==> config.mk <==
export PLATFORM = sky130hd
export DESIGN_NAME = rme_divider
export DESIGN_NICKNAME = d
export VERILOG_FILES = /design/src/rtl/core/register_machine_execute_defines.svh /design/src/rtl/core/rme_pkg.sv /design/src/rtl/core/rme_divider.sv
export SDC_FILE = /design/constraint.sdc
export NUM_CORES = 1
export LEC_CHECK = 0
export BUFFER_PORTS_ARGS = -buffer_cell sky130_fd_sc_hd__buf_2
export CAP_MARGIN = 10
export CORE_MARGIN = 4
export CORE_UTILIZATION = 60
export CTS_BUF_LIST = sky130_fd_sc_hd__clkbuf_4 sky130_fd_sc_hd__clkbuf_8
export DETAILED_ROUTE_END_ITERATION = 16
export PLACE_DENSITY = 0.86
export SKIP_CTS_REPAIR_TIMING = 1
export SLEW_MARGIN = 20
export SYNTH_ARGS = -nofsm -noshare
export SYNTH_HDL_FRONTEND = slang
export SYNTH_SLANG_ARGS = --single-unit
==> constraint.sdc <==
create_clock -name clk -period 9.3 [get_ports clk]
set_clock_uncertainty 0.2 [all_clocks]
set_input_delay 1.86 -clock clk [delete_from_list [all_inputs] [get_ports clk]]
set_output_delay 1.86 -clock clk [all_outputs]
set_load 0.01 [all_outputs]
==> src/rtl/core/register_machine_execute_defines.svh <==
// Assertion macros for the register machine execute block.
// Included by modules that carry concurrent checks.
`ifndef REGISTER_MACHINE_EXECUTE_DEFINES_SVH
`define REGISTER_MACHINE_EXECUTE_DEFINES_SVH
`ifndef SYNTHESIS
`define RME_ASSERT(label, clk, rst_n, prop, msg) \
    label: assert property (@(posedge clk) disable iff (!rst_n) prop) else $error(msg);
`else
`define RME_ASSERT(label, clk, rst_n, prop, msg)
`endif
`ifndef SYNTHESIS
`define RME_ASSERT_NR(label, clk, prop, msg) \
    label: assert property (@(posedge clk) prop) else $error(msg);
`else
`define RME_ASSERT_NR(label, clk, prop, msg)
`endif
`endif

==> src/rtl/core/rme_pkg.sv <==
// Types and constants shared by the register machine execute block.
// No dependencies.
`timescale 1ns / 1ps
package rme_pkg;
    typedef struct packed {
        logic [7:0]  cmd;
        logic [23:0] operand;
    } rme_in_t;

    typedef struct packed {
        logic [15:0] next_pc;
        logic        print_valid;
        logic [63:0] print_value;
        logic [63:0] result_r0;
        logic        halted;
        logic [2:0]  error_code;
    } rme_out_t;

    localparam logic [7:0] OP_LDI   = 8'h00;
    localparam logic [7:0] OP_MOV   = 8'h01;
    localparam logic [7:0] OP_ADD   = 8'h02;
    localparam logic [7:0] OP_SUB   = 8'h03;
    localparam logic [7:0] OP_MUL   = 8'h04;
    localparam logic [7:0] OP_DIV   = 8'h05;
    localparam logic [7:0] OP_JMP   = 8'h06;
    localparam logic [7:0] OP_JZ    = 8'h07;
    localparam logic [7:0] OP_JNZ   = 8'h08;
    localparam logic [7:0] OP_INC   = 8'h09;
    localparam logic [7:0] OP_DEC   = 8'h0A;
    localparam logic [7:0] OP_CALL  = 8'h0B;
    localparam logic [7:0] OP_RET   = 8'h0C;
    localparam logic [7:0] OP_JE    = 8'h0D;
    localparam logic [7:0] OP_JNE   = 8'h0E;
    localparam logic [7:0] OP_PRINT = 8'h0F;
    localparam logic [7:0] OP_MOVR0 = 8'h10;
    localparam logic [7:0] OP_DONE  = 8'h11;

    localparam logic [2:0] ERR_NONE    = 3'd0;
    localparam logic [2:0] ERR_DIV0    = 3'd1;
    localparam logic [2:0] ERR_ILLEGAL = 3'd2;
    localparam logic [2:0] ERR_OVER    = 3'd3;
    localparam logic [2:0] ERR_UNDER   = 3'd4;
    localparam logic [2:0] ERR_PCRANGE = 3'd5;

    typedef enum logic [2:0] {
        ST_IDLE,
        ST_READ,
        ST_MUL,
        ST_DIV,
        ST_WRITE,
        ST_OUT
    } rme_state_t;

    // divider handshake
    typedef struct packed {
        logic start;
    } rme_div_ctl_t;

    typedef struct packed {
        logic busy;
        logic done;
    } rme_div_sts_t;

    function automatic logic [15:0] jump_target(input logic [15:0] t);
        jump_target = (t - 16'd1) << 2;
    endfunction
endpackage

==> src/rtl/core/rme_divider.sv <==
// Radix-2 restoring divider, 64-bit unsigned, one quotient bit per cycle.
// Depends on rme_pkg for the control structs.
`timescale 1ns / 1ps
module rme_divider (
    input  logic                 clk,
    input  logic                 rst_n,
    input  rme_pkg::rme_div_ctl_t ctl,
    input  logic [63:0]          dividend,
    input  logic [63:0]          divisor,
    output rme_pkg::rme_div_sts_t sts,
    output logic [63:0]          quotient
);
    import rme_pkg::*;

    logic [6:0]  cnt_reg;
    logic        busy_reg;
    logic        done_reg;
    logic [63:0] rem_reg;
    logic [63:0] quo_reg;
    logic [63:0] dvs_reg;
    logic [64:0] shifted;
    logic [64:0] diff;

    assign shifted = {rem_reg, quo_reg[63]};
    assign diff = shifted - {1'b0, dvs_reg};

    always_ff @(posedge clk or negedge rst_n)
    begin
        if (!rst_n)
        begin
            cnt_reg  <= '0;
            busy_reg <= 1'b0;
            done_reg <= 1'b0;
        end
        else
        begin
            done_reg <= 1'b0;
            if (ctl.start)
            begin
                busy_reg <= 1'b1;
                cnt_reg  <= 7'd64;
            end
            else if (busy_reg)
            begin
                cnt_reg <= cnt_reg - 7'd1;
                if (cnt_reg == 7'd1)
                begin
                    busy_reg <= 1'b0;
                    done_reg <= 1'b1;
                end
            end
        end
    end

    always_ff @(posedge clk)
    begin
        if (ctl.start)
        begin
            rem_reg <= '0;
            quo_reg <= dividend;
            dvs_reg <= divisor;
        end
        else if (busy_reg)
        begin
            if (!diff[64])
            begin
                rem_reg <= diff[63:0];
                quo_reg <= {quo_reg[62:0], 1'b1};
            end
            else
            begin
                rem_reg <= shifted[63:0];
                quo_reg <= {quo_reg[62:0], 1'b0};
            end
        end
    end

    assign sts.busy = busy_reg;
    assign sts.done = done_reg;
    assign quotient = quo_reg;
endmodule

== Word level (Yosys, flattened, before mapping) ==
Index checks and enable logic that the tools add are counted.

* Register bits after elaboration: 201
* Logic and storage cells: 22

* Add/subtract/negate cells: 2
* Equal/unequal tests: 1
* Muxes and demuxes: 12
* Reductions and logical operators: 1

{| class="wikitable"
|+ Operators by type and width
! operator !! count
|-
| 2-to-1 mux 64 bit || 3
|-
| subtractor 65 x 64 -> 65 bit || 1
|-
| 2-to-1 mux 7 bit || 2
|-
| equality test 7 x 1 -> 1 bit (second input constant) || 1
|-
| 2-to-1 mux 1 bit || 7
|-
| subtractor 7 x 1 -> 7 bit (second input constant) || 1
|-
| nonzero test 2 bit || 1
|}

== Depth between registers and ports, before layout ==
* Depth in word-level cells: 4
* Mapped depth: 16
* Gate-level depth less buffers: 14

== Least setup slack after synthesis ==
Ideal clock, no wire load.

* Path kind: input port to flip-flop
* Start: input ctl
* End: register quo_reg[0] (netlist: quotient[0]), enable pin
* Arrival time: 3.484 ns
* Required time: 8.412 ns
* Setup slack: 4.928 ns
* Cell stages on the path: 4
* Buffers on the path: 2
* Cells stage by stage: clkbuf_1 inv_1 clkbuf_1 nand2_1

* Word-level cells in the longest chain between the ends: 1

{| class="wikitable"
|+ Ends and longest elaborated chain
! what !! RTL line !! source
|-
| start, declared || rme_divider.sv:7 || <nowiki>input rme_pkg::rme_div_ctl_t ctl,</nowiki>
|-
| nonzero test 2 bit (no line) || -- ||
|-
| end signal, assigned || rme_divider.sv:60 || <nowiki>quo_reg <= dividend;</nowiki>
|-
| end signal, assigned || rme_divider.sv:68 || <nowiki>quo_reg <= {quo_reg[62:0], 1'b1};</nowiki>
|-
| end signal, assigned || rme_divider.sv:73 || <nowiki>quo_reg <= {quo_reg[62:0], 1'b0};</nowiki>
|-
| end, declared || rme_divider.sv:19 || <nowiki>logic [63:0] quo_reg;</nowiki>
|}

Every way passes these cells.
A chain may end at the register's enable or synchronous reset.

== Worst setup path in the final report ==
* Start: register quo_reg[63] (netlist: quotient[63])
* End: register rem_reg[42]

* Word-level cells in the longest chain between the ends: 2

{| class="wikitable"
|+ Ends and longest elaborated chain
! what !! RTL line !! source
|-
| subtractor 65 x 64 -> 65 bit || rme_divider.sv:25 || <nowiki>assign diff = shifted - {1'b0, dvs_reg};</nowiki>
|-
| 2-to-1 mux 64 bit || rme_divider.sv:65 || <nowiki>if (!diff[64])</nowiki>
|-
| end signal, assigned || rme_divider.sv:67 || <nowiki>rem_reg <= diff[63:0];</nowiki>
|-
| end signal, assigned || rme_divider.sv:72 || <nowiki>rem_reg <= shifted[63:0];</nowiki>
|-
| end, declared || rme_divider.sv:18 || <nowiki>logic [63:0] rem_reg;</nowiki>
|}

Every way passes these cells.

==> flow_summary.yaml <==
finish:
  stdcell_count: 1692
  syn2layout_area_growth_pct: 14.8
  final_common_cell: "buf_2"
  ff_latch_area_mm2: 0.00535
  layout-drive-gt1-share_pct: 24.9
  multi_input_area_mm2: 0.00596
  n_antenna_cell: 0
  final_util_pct: 70.4
  n_fill_cell: 1481
  mostFrequentLayoutCells: "buf_2, nand2_1, edfxtp_1, nor2_1, inv_1"
  final_nets: 1598
die:
  die_h_um: 149
  dieArea_mm2: 0.0223
  start_util_pct: 61.3
  coreArea_mm2: 0.0195
  die_width_um: 149
  core.rowCount: 51
  pin_count: 197
detailed_routing:
  vias_per_cell: 5.93
  drt_iter0_markers: 868
  route.final.wire_length_um: 30400
  wl_per_cell_um: 17.9
  drc: 0
  dr.pass1.iters: 5
  final_antenna_net_count: 0
  vias: 10000
sta:
  finalSetupViolCount: 0
  max_freq_ghz: 0.217
  rsz0062_at_grt: "no"
  layout_worst_path_cycle_share_pct: 49.5
  period_needed_ns: 4.60
  maxSlewHeadroom_pct: 37.5
  finalSetupTns_ns: 0
  hold_violations: 0
  slew_violations: 0
  tightest_slew_ns: 0.937
power:
  seqPwrFrac_pct: 38.3
  p_int_uw: 2050
  p_switching_uw: 1140
  switching_share_pct: 35.7
  pwr-share-clk_pct: 26.5
  p_comb_share_pct: 35.2
  power_density_mw_per_mm2: 232
  vdd_ir_drop_max_mv: 0.160
  power.leakage_uw: 0.00603
synth:
  synthFlopType: "edfxtp_1"
  syn-num-nets: 1430
  syn_avg_cell_area_um2: 9.71
  async_flop_share_pct: 4.48
  ys_warn_count: 0
  synth-edff-count: 128
  ys_types: 77
  synth-seq-cells: 201
  synth-seq-area-share_pct: 44.7
  synthesis.instances: 1232
  syn_area_mm2: 0.0120
setup_path:
  crit_path_cell_trace: "inv_1, ha_1, fa_1, nand2b_1, a21oi_1, o221ai_1, nand3_1, o311ai_1, a21o_4, a21oi_4, a31oi_4, xnor2_4, buf_4, o2111ai_1, a311oi_1"
  worstSetupStartpointType: "flop"
  path_buf_inv: 2
  endpoint_kind: "flop"
  crit_arrival_ns: 4.84
  critical-path-max-stage-delay_ns: 0.67
  cp_slowest_cell: "xnor2_4"
  critPathKind: "flop to flop"
  path_delay_family: "compound AO/OA/AOI/OAI gates"
  timing.critical_path.required_ns: 9.54
  critPathMaxFanout: 34
global_routing:
  grt_pass1_vias: 10100
  grt_pass1_wl_um: 49400
  antenna_found_initial: 0
  grt_overflow: 0
  grt_max_degree: 80
  grt.total_usage_pct: 27.1
clock_tree:
  root_buffer: "clkbuf_8"
  clk_pin_slew_ns: 0.06
  htree_num_levels: 2
  cts_tree: "yes"
  insertion_delay_ns: 0.54
  cts_made_buffers: 35
  clock_path_buffers: 3
  cts.sinks: 201
placement:
  numPlacedInstances: 1628
  gp_congestion: 0.942
  dp_hpwl_um: 21300
  port_buffers: 196
run:
  cap_violations: 0
run_status:
  outcome: "completed"
min_path:
  min_path_type: "flop to flop"
==> area by class of cell <==
type	instances	share of cell area (%)
well taps	265	2.41
repair buffers	202	7.51
multi-input cells	874	43.4
clock inverters	4	0.246
inverters	86	2.35
flip-flops and latches	201	39.0
clock buffers	60	5.10
==> synthesized netlist by cell type, types with 8 or more instances <==
library cell	n	share of area, %
nor2b_1	8	0.42
o21a_1	9	0.56
edfxtp_1	128	32
nand2b_1	14	0.73
o21ai_0	30	1.3
a311oi_1	50	3.7
o21ai_1	15	0.63
a21oi_1	79	3.3
nand3_1	26	1.1
nand2_1	166	5.2
dfxtp_1	64	11
dfrtp_1	9	1.9
xor2_1	21	1.5
or3_1	9	0.47
nand4_1	19	0.99
mux2_2	63	5.9
buf_2	16	0.67
and3_1	9	0.47
a21o_1	31	1.9
nor3_1	11	0.46
clkbuf_1	44	1.4
a211oi_1	14	0.88
ha_1	66	6.9
xnor2_1	37	2.7
nor2_1	99	3.1
inv_1	85	2.7
==> metal layers <==
metal / GRT usage [%] / vias up / part of all wire, %
li1: - / 4807 / -
met3: 6.87 / 80 / 7.0
met5: 0 / - / 0
met2: 48.1 / 364 / 51
met1: 31.7 / 4777 / 39
met4: 9.98 / 0 / 3.2
==> final timing paths <==
path | from | end | slack (ns) | cells after the start
max in group asynchronous | rst_n | busy_reg | 7.72 | 1
setup reg to reg | quotient[63] | rem_reg[42] | 4.70 | 15
hold / removal | rem_reg[17] | rem_reg[18] | 0.29 | 2
setup / recovery | quotient[63] | rem_reg[42] | 4.70 | 15
hold reg to reg | rem_reg[17] | rem_reg[18] | 0.29 | 2
min in group asynchronous | rst_n | cnt_reg[1] | 0.97 | 1
==> worst register-to-register path, cell delays in order, from the launching register on <==
cell and delay (ns):
edfxtp_1 0.37, inv_1 0.08, ha_1 0.23, fa_1 0.38, nand2b_1 0.20, a21oi_1 0.26
o221ai_1 0.18, nand3_1 0.15, o311ai_1 0.15, a21o_4 0.27, a21oi_4 0.23, a31oi_4 0.20
xnor2_4 0.67, buf_4 0.48, o2111ai_1 0.19, a311oi_1 0.27
==> cell families after synthesis <==
logic type / after synthesis / synth area share (%)
AO/OA/AOI/OAI: 294 / 17.3
XOR/XNOR: 60 / 4.52
adder cells (fa/ha/maj): 67 / 7.07
buffers and inverters: 157 / 5.66
flip-flops: 201 / 44.7
multiplexers: 65 / 6.10
AND/OR/NAND/NOR: 388 / 14.7
==> metrics by stage <==
stage               hold WS [ns]  worst slack, ns  total power [µW]  cell area, µm²
floorplan                  0.268             4.93              2060           12000
global placement           0.281             4.93              2290           13000
detailed placement         0.287             4.81              2330           13000
CTS                        0.298             4.75              3190           13700
global route               0.318             4.39              3380           13700
finish                     0.295             4.70              3180           13700
==> power groups by stage <==
stage | combinational, µW | clock, µW | sequential (µW)
finish | 1120 | 844 | 1220
floorplan | 846 | 0 | 1220
global route | 1240 | 906 | 1230
CTS | 1110 | 865 | 1220
detailed placement | 1100 | 0 | 1230
global placement | 1060 | 0 | 1230
Note: power is estimated with default switching activity, not from simulation.
